File: src/sv/iil_pkg.sv
`timescale 1ns / 1ps
// ----------------------------------------------------------------------------
// Integer and identifier lexer package
// Shared widths, token codes, mode and step types, and the microcode ROM.
// ----------------------------------------------------------------------------
package iil_pkg;

    // Identifier buffer sizing.
    localparam int MAX_ID_LEN = 16;
    localparam int LEN_W      = $clog2(MAX_ID_LEN + 1);
    localparam int IDX_W      = $clog2(MAX_ID_LEN);

    // Field widths.
    localparam int CHAR_W  = 8;
    localparam int KIND_W  = 3;
    localparam int LINE_W  = 24;
    localparam int VALUE_W = 31;
    localparam int DATA_W  = 64;

    localparam logic [LINE_W-1:0]  LINE_MAX  = {LINE_W{1'b1}};
    localparam logic [VALUE_W-1:0] VALUE_MAX = {VALUE_W{1'b1}};

    // Characters of interest.
    localparam logic [CHAR_W-1:0] CH_EOT   = 8'h00;
    localparam logic [CHAR_W-1:0] CH_SPACE = 8'h20;
    localparam logic [CHAR_W-1:0] CH_CR    = 8'h0D;
    localparam logic [CHAR_W-1:0] CH_LF    = 8'h0A;

    // Keyword spelling.
    localparam int KW_LEN = 5;

    // Token kinds as carried on the result channel.
    localparam logic [KIND_W-1:0] KIND_ERROR = 3'd0;
    localparam logic [KIND_W-1:0] KIND_INT   = 3'd1;
    localparam logic [KIND_W-1:0] KIND_IDENT = 3'd2;
    localparam logic [KIND_W-1:0] KIND_WHILE = 3'd3;
    localparam logic [KIND_W-1:0] KIND_EOT   = 3'd4;

    // Scan mode between input bytes.
    typedef enum logic [3:0] {
        MODE_IDLE  = 4'b0001,
        MODE_NUM   = 4'b0010,
        MODE_IDENT = 4'b0100,
        MODE_DONE  = 4'b1000
    } mode_t;

    // Microprogram step addresses.
    typedef enum logic [3:0] {
        S_FETCH     = 4'd0,
        S_DISPATCH  = 4'd1,
        S_NUM_ACC   = 4'd2,
        S_ERR_TOK   = 4'd3,
        S_INT_OUT   = 4'd4,
        S_ID_STORE  = 4'd5,
        S_ID_OUT    = 4'd6,
        S_WHILE_OUT = 4'd7,
        S_EOT       = 4'd8,
        S_LINE      = 4'd9,
        S_START_NUM = 4'd10,
        S_START_ID  = 4'd11,
        S_ERR_CUR   = 4'd12
    } step_t;

    // Result word produced by a step.
    typedef enum logic [2:0] {
        E_NONE,
        E_ERR_TOK,
        E_ERR_CUR,
        E_INT,
        E_CHAR,
        E_WHILE,
        E_EOT
    } emit_t;

    // Datapath operation of a step.
    typedef enum logic [3:0] {
        OP_NONE,
        OP_ACCUM,
        OP_STORE,
        OP_CLR_NUM,
        OP_CHAR_NEXT,
        OP_CLR_IDENT,
        OP_SET_DONE,
        OP_LINE_INC,
        OP_START_NUM,
        OP_START_ID
    } op_t;

    // Sequencing of a step.
    typedef enum logic [2:0] {
        J_GOTO,
        J_ACCEPT,
        J_TOKEN,
        J_IDLE,
        J_LAST
    } jump_t;

    typedef struct packed {
        logic  accept;
        emit_t emit;
        op_t   op;
        jump_t jump;
        step_t target;
    } ctrl_word_t;

    // Microcode ROM: one control word per step.
    function automatic ctrl_word_t mc_rom(input step_t step);
        ctrl_word_t w;
        w = '{accept: 1'b0, emit: E_NONE, op: OP_NONE, jump: J_GOTO, target: S_FETCH};
        unique case (step)
            S_FETCH:     begin w.accept = 1'b1; w.jump = J_ACCEPT; w.target = S_DISPATCH; end
            S_DISPATCH:  begin w.jump = J_TOKEN; end
            S_NUM_ACC:   begin w.op = OP_ACCUM; end
            S_ERR_TOK:   begin w.emit = E_ERR_TOK; w.op = OP_SET_DONE; end
            S_INT_OUT:   begin w.emit = E_INT; w.op = OP_CLR_NUM; w.jump = J_IDLE; end
            S_ID_STORE:  begin w.op = OP_STORE; end
            S_ID_OUT:    begin w.emit = E_CHAR; w.op = OP_CHAR_NEXT; w.jump = J_LAST; end
            S_WHILE_OUT: begin w.emit = E_WHILE; w.op = OP_CLR_IDENT; w.jump = J_IDLE; end
            S_EOT:       begin w.emit = E_EOT; w.op = OP_SET_DONE; end
            S_LINE:      begin w.op = OP_LINE_INC; end
            S_START_NUM: begin w.op = OP_START_NUM; end
            S_START_ID:  begin w.op = OP_START_ID; end
            S_ERR_CUR:   begin w.emit = E_ERR_CUR; w.op = OP_SET_DONE; end
            default:     begin w.jump = J_GOTO; end
        endcase
        return w;
    endfunction

    // Letter of the keyword at a given position.
    function automatic logic [CHAR_W-1:0] kw_byte(input logic [2:0] pos);
        logic [CHAR_W-1:0] c;
        unique case (pos)
            3'd0:    c = 8'h77;  // w
            3'd1:    c = 8'h68;  // h
            3'd2:    c = 8'h69;  // i
            3'd3:    c = 8'h6C;  // l
            3'd4:    c = 8'h65;  // e
            default: c = 8'h00;
        endcase
        return c;
    endfunction

endpackage

File: src/sv/integer_identifier_lexer_unit.sv
`timescale 1ns / 1ps
// ----------------------------------------------------------------------------
// Integer and identifier lexer
// Scans a byte stream into integer, identifier, keyword, error and end tokens
// under a small microprogram; identifiers are sent one character per word.
// ----------------------------------------------------------------------------
//  Channel | Direction | Word contents
//  s_      | in        | tdata: char_code
//  m_      | out       | tdata: line_number, int_value, ident_char; tuser: kind;
//          |           | tlast: last word of a token
//
//  A byte passes through fetch and dispatch, then an output step for each word of a
//  token that it ends, then one action step unless it is a space or CR or is
//  dropped. An emitting step waits only while the result register still holds
//  an untaken word; the register frees as that word is taken, adding no gap.
//  Reset returns the sequencer to fetch on line one; after an error or end of
//  text every further byte is accepted and dropped until reset.
// ----------------------------------------------------------------------------
module integer_identifier_lexer_unit (
    input  logic        aclk,
    input  logic        aresetn,
    input  logic        s_tvalid,
    output logic        s_tready,
    input  logic [7:0]  s_tdata,   // [7:0] char_code
    output logic        m_tvalid,
    input  logic        m_tready,
    output logic [63:0] m_tdata,   // [23:0] line_number, [54:24] int_value,
                                   // [62:55] ident_char, [63] zero
    output logic [2:0]  m_tuser,   // [2:0] token_kind
    output logic        m_tlast    // last_of_token
);

    localparam int LEN_W   = iil_pkg::LEN_W;
    localparam int IDX_W   = iil_pkg::IDX_W;
    localparam int CHAR_W  = iil_pkg::CHAR_W;
    localparam int LINE_W  = iil_pkg::LINE_W;
    localparam int VALUE_W = iil_pkg::VALUE_W;
    localparam int PROD_W  = VALUE_W + 4;

    // Sequencer and datapath registers.
    iil_pkg::step_t          step_reg, step_next;
    iil_pkg::mode_t          mode_reg, mode_next;
    logic [CHAR_W-1:0]       char_reg;
    logic [LINE_W-1:0]       line_reg, line_next;
    logic [LINE_W-1:0]       tok_line_reg, tok_line_next;
    logic [VALUE_W-1:0]      accum_reg, accum_next;
    logic [LEN_W-1:0]        len_reg, len_next;
    logic [IDX_W-1:0]        idx_reg, idx_next;
    logic                    kw_match_reg, kw_match_next;
    logic [CHAR_W-1:0]       id_buf [iil_pkg::MAX_ID_LEN];

    // Result register.
    logic                    m_valid_reg;
    logic [63:0]             m_data_reg;
    logic [2:0]              m_user_reg;
    logic                    m_last_reg;

    iil_pkg::ctrl_word_t     cw;
    logic                    out_free;
    logic                    exec;
    logic                    accepted;
    logic                    is_digit, is_lower, is_alpha;
    logic                    id_last;
    logic                    is_while;
    logic [PROD_W-1:0]       prod;
    iil_pkg::step_t          idle_target, token_target;
    logic                    buf_we;
    logic [IDX_W-1:0]        buf_waddr;

    // Control word of the current step.
    assign cw       = iil_pkg::mc_rom(step_reg);
    assign out_free = !m_valid_reg || m_tready;
    assign exec     = (cw.emit == iil_pkg::E_NONE) || out_free;
    assign s_tready = cw.accept;
    assign accepted = s_tvalid && cw.accept;

    // Character classes.
    assign is_digit = (char_reg >= 8'h30) && (char_reg <= 8'h39);
    assign is_lower = (char_reg >= 8'h61) && (char_reg <= 8'h7A);
    assign is_alpha = is_lower || ((char_reg >= 8'h41) && (char_reg <= 8'h5A));

    assign id_last  = (LEN_W'(idx_reg) + LEN_W'(1)) == len_reg;
    assign is_while = kw_match_reg && (len_reg == LEN_W'(iil_pkg::KW_LEN));

    // Decimal accumulate: value times ten plus the digit.
    assign prod = (PROD_W'(accum_reg) << 3) + (PROD_W'(accum_reg) << 1)
                + PROD_W'(char_reg[3:0]);

    // Dispatch for a byte seen between tokens.
    always_comb begin
        priority if (char_reg == iil_pkg::CH_EOT) begin
            idle_target = iil_pkg::S_EOT;
        end else if (char_reg == iil_pkg::CH_SPACE || char_reg == iil_pkg::CH_CR) begin
            idle_target = iil_pkg::S_FETCH;
        end else if (char_reg == iil_pkg::CH_LF) begin
            idle_target = iil_pkg::S_LINE;
        end else if (is_digit) begin
            idle_target = iil_pkg::S_START_NUM;
        end else if (is_lower) begin
            idle_target = iil_pkg::S_START_ID;
        end else begin
            idle_target = iil_pkg::S_ERR_CUR;
        end
    end

    // Dispatch on scan mode and the new byte.
    always_comb begin
        token_target = idle_target;
        unique case (mode_reg)
            iil_pkg::MODE_DONE: begin
                token_target = iil_pkg::S_FETCH;
            end
            iil_pkg::MODE_NUM: begin
                priority if (is_digit)      token_target = iil_pkg::S_NUM_ACC;
                else if (is_alpha)          token_target = iil_pkg::S_ERR_TOK;
                else                        token_target = iil_pkg::S_INT_OUT;
            end
            iil_pkg::MODE_IDENT: begin
                priority if (is_alpha) begin
                    token_target = (len_reg >= LEN_W'(iil_pkg::MAX_ID_LEN))
                                 ? iil_pkg::S_ERR_TOK : iil_pkg::S_ID_STORE;
                end else if (is_digit) begin
                    token_target = iil_pkg::S_ERR_TOK;
                end else begin
                    token_target = is_while ? iil_pkg::S_WHILE_OUT : iil_pkg::S_ID_OUT;
                end
            end
            iil_pkg::MODE_IDLE: begin
                token_target = idle_target;
            end
            default: begin
                token_target = iil_pkg::S_FETCH;
            end
        endcase
    end

    // Step sequencing.
    always_comb begin
        step_next = step_reg;
        if (exec) begin
            unique case (cw.jump)
                iil_pkg::J_GOTO:   step_next = cw.target;
                iil_pkg::J_ACCEPT: step_next = accepted ? cw.target : step_reg;
                iil_pkg::J_TOKEN:  step_next = token_target;
                iil_pkg::J_IDLE:   step_next = idle_target;
                iil_pkg::J_LAST:   step_next = id_last ? idle_target : step_reg;
                default:           step_next = iil_pkg::S_FETCH;
            endcase
        end
    end

    // Datapath operations.
    always_comb begin
        mode_next     = mode_reg;
        line_next     = line_reg;
        tok_line_next = tok_line_reg;
        accum_next    = accum_reg;
        len_next      = len_reg;
        idx_next      = idx_reg;
        kw_match_next = kw_match_reg;
        buf_we        = 1'b0;
        buf_waddr     = len_reg[IDX_W-1:0];
        if (exec) begin
            unique case (cw.op)
                iil_pkg::OP_NONE: begin
                end
                iil_pkg::OP_ACCUM: begin
                    accum_next = (prod > PROD_W'(iil_pkg::VALUE_MAX))
                               ? iil_pkg::VALUE_MAX : prod[VALUE_W-1:0];
                end
                iil_pkg::OP_STORE: begin
                    buf_we        = 1'b1;
                    len_next      = len_reg + LEN_W'(1);
                    kw_match_next = kw_match_reg
                                 && (len_reg < LEN_W'(iil_pkg::KW_LEN))
                                 && (char_reg == iil_pkg::kw_byte(len_reg[2:0]));
                end
                iil_pkg::OP_CLR_NUM: begin
                    accum_next = '0;
                    mode_next  = iil_pkg::MODE_IDLE;
                end
                iil_pkg::OP_CHAR_NEXT: begin
                    if (id_last) begin
                        idx_next  = '0;
                        len_next  = '0;
                        mode_next = iil_pkg::MODE_IDLE;
                    end else begin
                        idx_next = idx_reg + IDX_W'(1);
                    end
                end
                iil_pkg::OP_CLR_IDENT: begin
                    len_next  = '0;
                    idx_next  = '0;
                    mode_next = iil_pkg::MODE_IDLE;
                end
                iil_pkg::OP_SET_DONE: begin
                    mode_next = iil_pkg::MODE_DONE;
                end
                iil_pkg::OP_LINE_INC: begin
                    if (line_reg != iil_pkg::LINE_MAX) line_next = line_reg + LINE_W'(1);
                end
                iil_pkg::OP_START_NUM: begin
                    mode_next     = iil_pkg::MODE_NUM;
                    tok_line_next = line_reg;
                    accum_next    = VALUE_W'(char_reg[3:0]);
                end
                iil_pkg::OP_START_ID: begin
                    mode_next     = iil_pkg::MODE_IDENT;
                    tok_line_next = line_reg;
                    buf_we        = 1'b1;
                    buf_waddr     = '0;
                    len_next      = LEN_W'(1);
                    idx_next      = '0;
                    kw_match_next = (char_reg == iil_pkg::kw_byte(3'd0));
                end
                default: begin
                end
            endcase
        end
    end

    // Control and state registers.
    always_ff @(posedge aclk) begin
        if (!aresetn) begin
            step_reg     <= iil_pkg::S_FETCH;
            mode_reg     <= iil_pkg::MODE_IDLE;
            line_reg     <= LINE_W'(1);
            tok_line_reg <= LINE_W'(1);
            accum_reg    <= '0;
            len_reg      <= '0;
            idx_reg      <= '0;
            kw_match_reg <= 1'b0;
        end else begin
            step_reg     <= step_next;
            mode_reg     <= mode_next;
            line_reg     <= line_next;
            tok_line_reg <= tok_line_next;
            accum_reg    <= accum_next;
            len_reg      <= len_next;
            idx_reg      <= idx_next;
            kw_match_reg <= kw_match_next;
        end
    end

    // Input byte capture.
    always_ff @(posedge aclk) begin
        if (accepted) char_reg <= s_tdata;
    end

    // Identifier buffer.
    always_ff @(posedge aclk) begin
        if (buf_we) id_buf[buf_waddr] <= char_reg;
    end

    // Result register: loaded by an emitting step when the slot is free.
    always_ff @(posedge aclk) begin
        if (!aresetn) begin
            m_valid_reg <= 1'b0;
        end else if (exec && cw.emit != iil_pkg::E_NONE) begin
            m_valid_reg <= 1'b1;
        end else if (m_tready) begin
            m_valid_reg <= 1'b0;
        end
    end

    always_ff @(posedge aclk) begin
        if (exec && cw.emit != iil_pkg::E_NONE) begin
            m_last_reg <= (cw.emit == iil_pkg::E_CHAR) ? id_last : 1'b1;
            unique case (cw.emit)
                iil_pkg::E_ERR_TOK: begin
                    m_user_reg <= iil_pkg::KIND_ERROR;
                    m_data_reg <= {1'b0, 8'h00, 31'd0, tok_line_reg};
                end
                iil_pkg::E_ERR_CUR: begin
                    m_user_reg <= iil_pkg::KIND_ERROR;
                    m_data_reg <= {1'b0, 8'h00, 31'd0, line_reg};
                end
                iil_pkg::E_INT: begin
                    m_user_reg <= iil_pkg::KIND_INT;
                    m_data_reg <= {1'b0, 8'h00, accum_reg, tok_line_reg};
                end
                iil_pkg::E_CHAR: begin
                    m_user_reg <= iil_pkg::KIND_IDENT;
                    m_data_reg <= {1'b0, id_buf[idx_reg], 31'd0, tok_line_reg};
                end
                iil_pkg::E_WHILE: begin
                    m_user_reg <= iil_pkg::KIND_WHILE;
                    m_data_reg <= {1'b0, 8'h00, 31'd0, tok_line_reg};
                end
                iil_pkg::E_EOT: begin
                    m_user_reg <= iil_pkg::KIND_EOT;
                    m_data_reg <= {1'b0, 8'h00, 31'd0, line_reg};
                end
                default: begin
                    m_user_reg <= iil_pkg::KIND_ERROR;
                    m_data_reg <= '0;
                end
            endcase
        end
    end

    assign m_tvalid = m_valid_reg;
    assign m_tdata  = m_data_reg;
    assign m_tuser  = m_user_reg;
    assign m_tlast  = m_last_reg;

`ifndef SYNTHESIS
    // Once finished, no new word is ever loaded.
    a_silent_when_done: assert property (@(posedge aclk) disable iff (!aresetn)
        (mode_reg == iil_pkg::MODE_DONE && !m_valid_reg) |=> !m_valid_reg)
        else $error("result word produced after error or end of text");

    // The held identifier never exceeds the buffer.
    a_len_bound: assert property (@(posedge aclk) disable iff (!aresetn)
        len_reg <= LEN_W'(iil_pkg::MAX_ID_LEN))
        else $error("identifier length beyond buffer depth");

    // Character emission only reads entries written for this identifier.
    a_idx_in_range: assert property (@(posedge aclk) disable iff (!aresetn)
        (step_reg == iil_pkg::S_ID_OUT) |-> (LEN_W'(idx_reg) < len_reg))
        else $error("identifier read index past stored length");

    // An accepted byte is always dispatched next.
    a_fetch_dispatch: assert property (@(posedge aclk) disable iff (!aresetn)
        (s_tvalid && s_tready) |=> (step_reg == iil_pkg::S_DISPATCH))
        else $error("accepted byte not dispatched");
`endif

endmodule
File: config.mk
export PLATFORM = sky130hd
export DESIGN_NAME = integer_identifier_lexer_unit
export DESIGN_NICKNAME = d
export VERILOG_FILES = /design/src/sv/iil_pkg.sv /design/src/sv/integer_identifier_lexer_unit.sv
export SDC_FILE = /design/constraint.sdc
export NUM_CORES = 1
export LEC_CHECK = 0
export BUFFER_PORTS_ARGS = -buffer_cell sky130_fd_sc_hd__buf_2
export CAP_MARGIN = 10
export CORE_ASPECT_RATIO = 0.8
export CORE_MARGIN = 1.5
export CORE_UTILIZATION = 45
export CTS_CLUSTER_DIAMETER = 40
export DETAILED_ROUTE_END_ITERATION = 8
export PLACE_DENSITY = 0.66
export SLEW_MARGIN = 20
export SYNTH_ARGS = -nofsm -noshare
export SYNTH_HDL_FRONTEND = slang
export SYNTH_SLANG_ARGS = --single-unit
File: constraint.sdc
create_clock -name aclk -period 6.2 [get_ports aclk]
set_input_delay 0.62 -clock aclk [delete_from_list [all_inputs] [get_ports aclk]]
set_output_delay 0.62 -clock aclk [all_outputs]
set_load 0.01 [all_outputs]
==> metrics.csv, run 1 <==
metric,value,unit
fin_cells,1806,
clkTransAtPathRegs,0.05,ns
ios,82,
grt_pass1_wl,53900,um
cts_made_buffers,40,
r2r-end,accum_reg[12]$_SDFFE_PN0P_,
drive_gt1_share,16.5,%
maxCapViolCount,0,
drt-initial-drc-count,778,
cts-root-buf,clkbuf_16,
antenna_found_initial,1,
grt_max_degree,71,
vias_per_cell,5.78,
fin_nets,1434,
setup_tns,0,ns
end_kind,register,
clock_sinks,305,
dp_slack,1.64,ns
regToRegSetupSlack,1.60,ns
portBuffers,80,
hold_path_depth,1,
nFillCells,2786,
dp_hpwl,22400,um
ys_seq_area_share,55.1,%
cp.arrival,4.98,ns
grt_pass1_vias,9793,
largest_reg_flops,128,
synth_cell_types,82,
rsz0062_at_grt,false,
netlist_area,14800,um^2
cp_slowest_stage_delay,0.89,ns
crit_chain,inv_1 > fa_1 > inv_1 > ha_1 > a211oi_1 > o211ai_1 > a2111oi_2 > o21ai_2 > a21oi_2 > o21ai_1 > mux2i_1 > and4bb_4 > o21ai_0,
slew_headroom,28.1,%
vias,10436,
fin_crit,4.60,ns
hp-start,s_tdata[4],
n_antenna_cell,0,
initial_core_util,45.6,%
slowest_stage,edfxtp_1,
final_hold_viol_count,0,
hold_buffers,0,
clk-insertion-delay-late,0.54,ns
syn-num-nets,1367,
synthCells,1281,
syn_to_final_growth,14.8,%
status,"finished, final reports clean",
hold_end,char_reg[4]$_DFFE_PP_,
final_common_cell,edfxtp_1,
synth_edf_count,203,
fin_ws,1.60,ns
place_congestion,0.892,
clk_path_buf_depth,3,
rows,59,
crit_required,6.58,ns
die_h,165,um
cts_post_setup_buffers_inserted,0,
wirelength,34000,um
rr_startpoint,char_reg[3]$_DFFE_PP_,
drtAntennaViolNets,0,
syn_avg_cell_area,11.5,um^2
wl_per_cell,18.8,um
ys.flop_type,edfxtp_1,
htree_levels,2,
synthArstFlopShare,0,%
p_per_area,395,nW/um^2
grt_overflow,0,
grt.total_usage,20.3,%
setup_violations,0,
peakVddDrop,0.000241,V
reg2reg_depth,13,
route.detailed.drc,0,
dr.pass1.iters,5,
worstHoldPathType,in2reg,
dp_cells,1733,
tritoncts,built,
core,32400,um^2
design.die.area,33900,um^2
crit_path_frequent_cell,inv_1,
worst_pin_slew,1.07,ns
leakage,0.00622,uW
fmax,0.217,GHz
start_kind,register,
hold_ws,0.273,ns
min_period_over_period,74.2,%
ctsResizeCount,0,
slew_violations,0,
crit_path_max_fanout,31,
path_class,reg2reg,
layout_common_cells,"203 x edfxtp_1, 123 x nand2_1, 111 x a21oi_1, 108 x nor2_1, 100 x dfxtp_1",
ys_warn_count,0,
ys_ff_latch,305,
die_w,206,um
clock_skew,0.0189,ns
routing by layer:
| metal | share of wire [%] | track usage (%) | up-vias |
|---|---|---|---|
| met5 | 0 | 0 | - |
| met2 | 45 | 30.6 | 344 |
| met3 | 6.7 | 3.71 | 37 |
| met4 | 1.4 | 5.04 | 0 |
| met1 | 47 | 30.1 | 5104 |
| li1 | - | - | 4951 |
where the power goes:
| group | switching [uW] | leakage, uW | internal (uW) | total [uW] |
|---|---|---|---|---|
| logic | 952 | 0.00284 | 442 | 1390 |
| clock network | 881 | 0.000677 | 1520 | 2400 |
| registers | 254 | 0.00270 | 2630 | 2890 |
| total | 2090 | 0.00622 | 4600 | 6680 |
cell usage after synthesis, drive strengths merged (15+ instances only):
| master | n | area share, % |
|---|---|---|
| a211oi | 20 | 1.0 |
| a21oi | 112 | 3.8 |
| a22oi | 40 | 2.0 |
| and2 | 17 | 0.72 |
| and3 | 43 | 1.9 |
| clkbuf | 54 | 1.4 |
| dfxtp | 102 | 14 |
| edfxtp | 203 | 41 |
| ha | 72 | 6.1 |
| inv | 27 | 0.69 |
| mux4 | 40 | 6.1 |
| nand2 | 123 | 3.1 |
| nand3 | 27 | 0.92 |
| nor2 | 108 | 2.7 |
| nor3 | 23 | 0.78 |
| o21ai | 62 | 2.1 |
| or3 | 15 | 0.68 |
| xnor2 | 27 | 1.6 |
| xor2 | 23 | 1.4 |
worst max-delay path, delay by kind of cell, from the launching register on:
family	cells	cell delay, ns
buffers and inverters	2	0.23
AOI/OAI and AO/OA	7	1.67
and+or+nand+nor	1	0.55
muxes	1	0.16
adders and majority gates	2	0.94
DFF	1	0.89
worst max path at each step:
| stage | startpoint | endpoint | slack, ns | depth (start not counted) |
|---|---|---|---|---|
| floorplan | step_reg[0]$_SDFFE_PN0P_ | m_tdata[0]$_DFFE_PP_ | 1.16 | 6 |
| global placement | char_reg[3]$_DFFE_PP_ | accum_reg[18]$_SDFFE_PN0P_ | 1.74 | 13 |
| detailed placement | char_reg[3]$_DFFE_PP_ | accum_reg[18]$_SDFFE_PN0P_ | 1.64 | 13 |
| finish | char_reg[3]$_DFFE_PP_ | accum_reg[12]$_SDFFE_PN0P_ | 1.60 | 13 |
| CTS | char_reg[3]$_DFFE_PP_ | accum_reg[12]$_SDFFE_PN0P_ | 1.62 | 13 |
| global route | char_reg[3]$_DFFE_PP_ | accum_reg[12]$_SDFFE_PN0P_ | 1.06 | 13 |
kinds of logic (layout without fill, tap and decap cells):
kind of cell    count (synthesis)  after routing  share of synthesized area [%]
compound gates                307            307                           13.2
xor+xnor                       50             50                           2.97
fa+ha+maj                      74             74                           6.37
buf+inv                        95            193                           2.68
flops                         305            305                           55.1
mux                            44             44                           6.38
other cells                     1              1                         0.0254
simple gates                  405            405                           13.3
layout make-up:
type / instances / area, um^2 / area share (%)
sequential: 305 / 8140 / 48.0
multi-input combinational: 881 / 6260 / 37.0
clock buffer: 47 / 1050 / 6.19
tap: 427 / 534 / 3.15
timing repair buffer: 93 / 498 / 2.94
clock inverter: 26 / 355 / 2.10
inverter: 27 / 101 / 0.598
through the flow:
step	area (um^2)	total power [uW]	utilization (%)
floorplan	14800	3770	-
global placement	15500	4300	47.9
detailed placement	15500	4330	47.9
CTS	16900	6750	52.2
global route	16900	7020	52.3
finish	16900	6680	52.3
(Power assumes the default switching activity.)
==> inputs of run 2 (changes only) <==
Clock period 6.2 ns to 3.86 ns, I/O delays scaled along.
==> run 2 against run 1 <==
  * Wire length up 0.68%
  * Global-route usage up 0.22 points
  * Worst setup slack worse by 1.4 ns
  * Non-clock buffer count up 44
  * Final cell count up 2.6%
  * Critical path depth up 2
  * Clock-buffer cell count up 1
  * Sequential power up 56%
  * Highest routed layer unchanged
==> metrics.csv, run 2 (synthesized netlist as in run 1, its figures left out) <==
metric,value,unit
clock_sinks,305,
syn_to_final_growth,18.1,%
setup_violations,0,
min_period_over_period,95.3,%
dp_hpwl,22700,um
peakVddDrop,0.000350,V
slew_violations,0,
crit_required,4.31,ns
hold_path_depth,1,
r2r-end,accum_reg[4]$_SDFFE_PN0P_,
final_hold_viol_count,0,
grt.total_usage,20.5,%
place_congestion,0.880,
final_common_cell,edfxtp_1,
switching_power,3480,uW
crit_path_max_fanout,6,
place_area,15800,um^2
crit_buf_inv,5,
dp_slack,0.0471,ns
clk-insertion-delay-late,0.56,ns
seq_area,8140,um^2
die_h,165,um
vias,10548,
fin_nets,1479,
clkTransAtPathRegs,0.05,ns
cts-root-buf,clkbuf_16,
cp_slowest_stage_delay,0.61,ns
nFillCells,2706,
slew_headroom,39.9,%
htree_levels,2,
initial_core_util,45.6,%
ios,82,
antenna_found_initial,0,
regToRegSetupSlack,0.18,ns
wirelength,34300,um
drtAntennaViolNets,0,
tritoncts,built,
grt_pass1_vias,10136,
worst_pin_slew,0.898,ns
worstHoldPathType,in2reg,
largest_reg_flops,128,
wl_per_cell,18.5,um
fin_crit,3.68,ns
stdcell_area,17400,um^2
design.die.area,33900,um^2
p_comb_share,22.6,%
rr_startpoint,accum_reg[2]$_SDFFE_PN0P_,
hold_end,char_reg[2]$_DFFE_PP_,
layout_common_cells,"203 x edfxtp_1, 123 x nand2_1, 108 x nor2_1, 108 x a21oi_1, 100 x dfxtp_1",
status,"finished, final reports clean",
critPathTopFamily,compound AO/OA/AOI/OAI gates,
grt_max_degree,71,
die_w,206,um
crit_chain,inv_1 > fa_1 > inv_2 > ha_4 > a211oi_2 > o211ai_1 > a2111oi_2 > buf_4 > o21ai_2 > a21oi_2 > mux2i_1 > and4bb_4 > buf_12 > buf_12 > a211oi_1,
start_kind,register,
end_kind,register,
grt_overflow,0,
drt-initial-drc-count,872,
cp.arrival,4.13,ns
multi_input_area,6290,um^2
clkPwrFrac,36.6,%
dr.pass1.iters,5,
rows,59,
path_class,reg2reg,
route.detailed.drc,0,
p_seq_share,40.9,%
cts_made_buffers,41,
p_per_area,632,nW/um^2
reg2reg_depth,15,
path_depth,15,
dp_cells,1769,
maxCapViolCount,0,
clk_path_buf_depth,3,
fin_cells,1853,
crit_path_frequent_cell,buf_12,
fin_ws,0.180,ns
slowest_stage,fa_1,
n_antenna_cell,0,
vias_per_cell,5.69,
portBuffers,80,
hp-start,s_tdata[2],
fmax,0.272,GHz
p_sw_share,31.6,%
core,32400,um^2
clock_skew,0.0329,ns
drive_gt1_share,19.6,%
internal-power,7530,uW
hold_buffers,0,
leakage,0.00651,uW
grt_pass1_wl,54700,um
[run 2: changes by cell type in the layout (fill, tap and decap cells not counted), moves of 3 or more]
cell,change
a21oi_2,+3
inv_8,+3
buf_4,+39
a21oi_1,-3
[run 2: stage by stage]
stage	setup TNS, ns	hold WS (ns)	utilization, %	total power (uW)
floorplan	0	0.436	-	6020
global placement	0	0.441	48.8	7020
detailed placement	0	0.446	48.8	7060
CTS	0	0.0123	53.3	11100
global route	-0.0169	0.0212	53.8	11600
finish	0	0.0323	53.8	11000
[run 2: worst max path at each step]
| stage | endpoint | slack (ns) | start |
|---|---|---|---|
| after floorplan | accum_reg[29]$_SDFFE_PN0P_ | 0.0002 | char_reg[3]$_DFFE_PP_ |
| final | accum_reg[4]$_SDFFE_PN0P_ | 0.18 | accum_reg[2]$_SDFFE_PN0P_ |
| after CTS | accum_reg[2]$_SDFFE_PN0P_ | 0.05 | accum_reg[2]$_SDFFE_PN0P_ |
| after global placement | accum_reg[2]$_SDFFE_PN0P_ | 0.14 | char_reg[3]$_DFFE_PP_ |
| after global routing | accum_reg[18]$_SDFFE_PN0P_ | -0.02 | accum_reg[2]$_SDFFE_PN0P_ |
| after detailed placement | accum_reg[5]$_SDFFE_PN0P_ | 0.05 | accum_reg[2]$_SDFFE_PN0P_ |
[run 2: final cells by class]
class	instances	area share (%)
tap	427	3.06
inverter	27	0.581
clock buffer	48	6.09
clock inverter	28	2.37
multi-input combinational	881	36.1
timing repair buffer	137	5.08
sequential	305	46.7
[run 2: power by group through the flow]
stage	clock (uW)	sequential, uW	combinational, uW
final	4030	4500	2480
after global routing	4240	4570	2770
after CTS	4090	4510	2500
after detailed placement	0	4570	2490
after global placement	0	4560	2460
after floorplan	0	4730	1290
[run 2: repair_timing]
action | CTS | global route
buffers inserted | 0 | 6
gates resized for setup | 0 | 10
endpoints found under the setup margin | 0 | 22
[run 2: per-layer routing]
layer / wire, um / vias up / part of all wire, % / global-route usage (%)
met5: 0 / - / 0 / 0
met4: 775 / 0 / 2.3 / 6.24
met3: 1900 / 57 / 5.6 / 3.43
met2: 15000 / 288 / 44 / 30.9
met1: 16600 / 5150 / 49 / 30.2
li1: - / 5053 / - / -
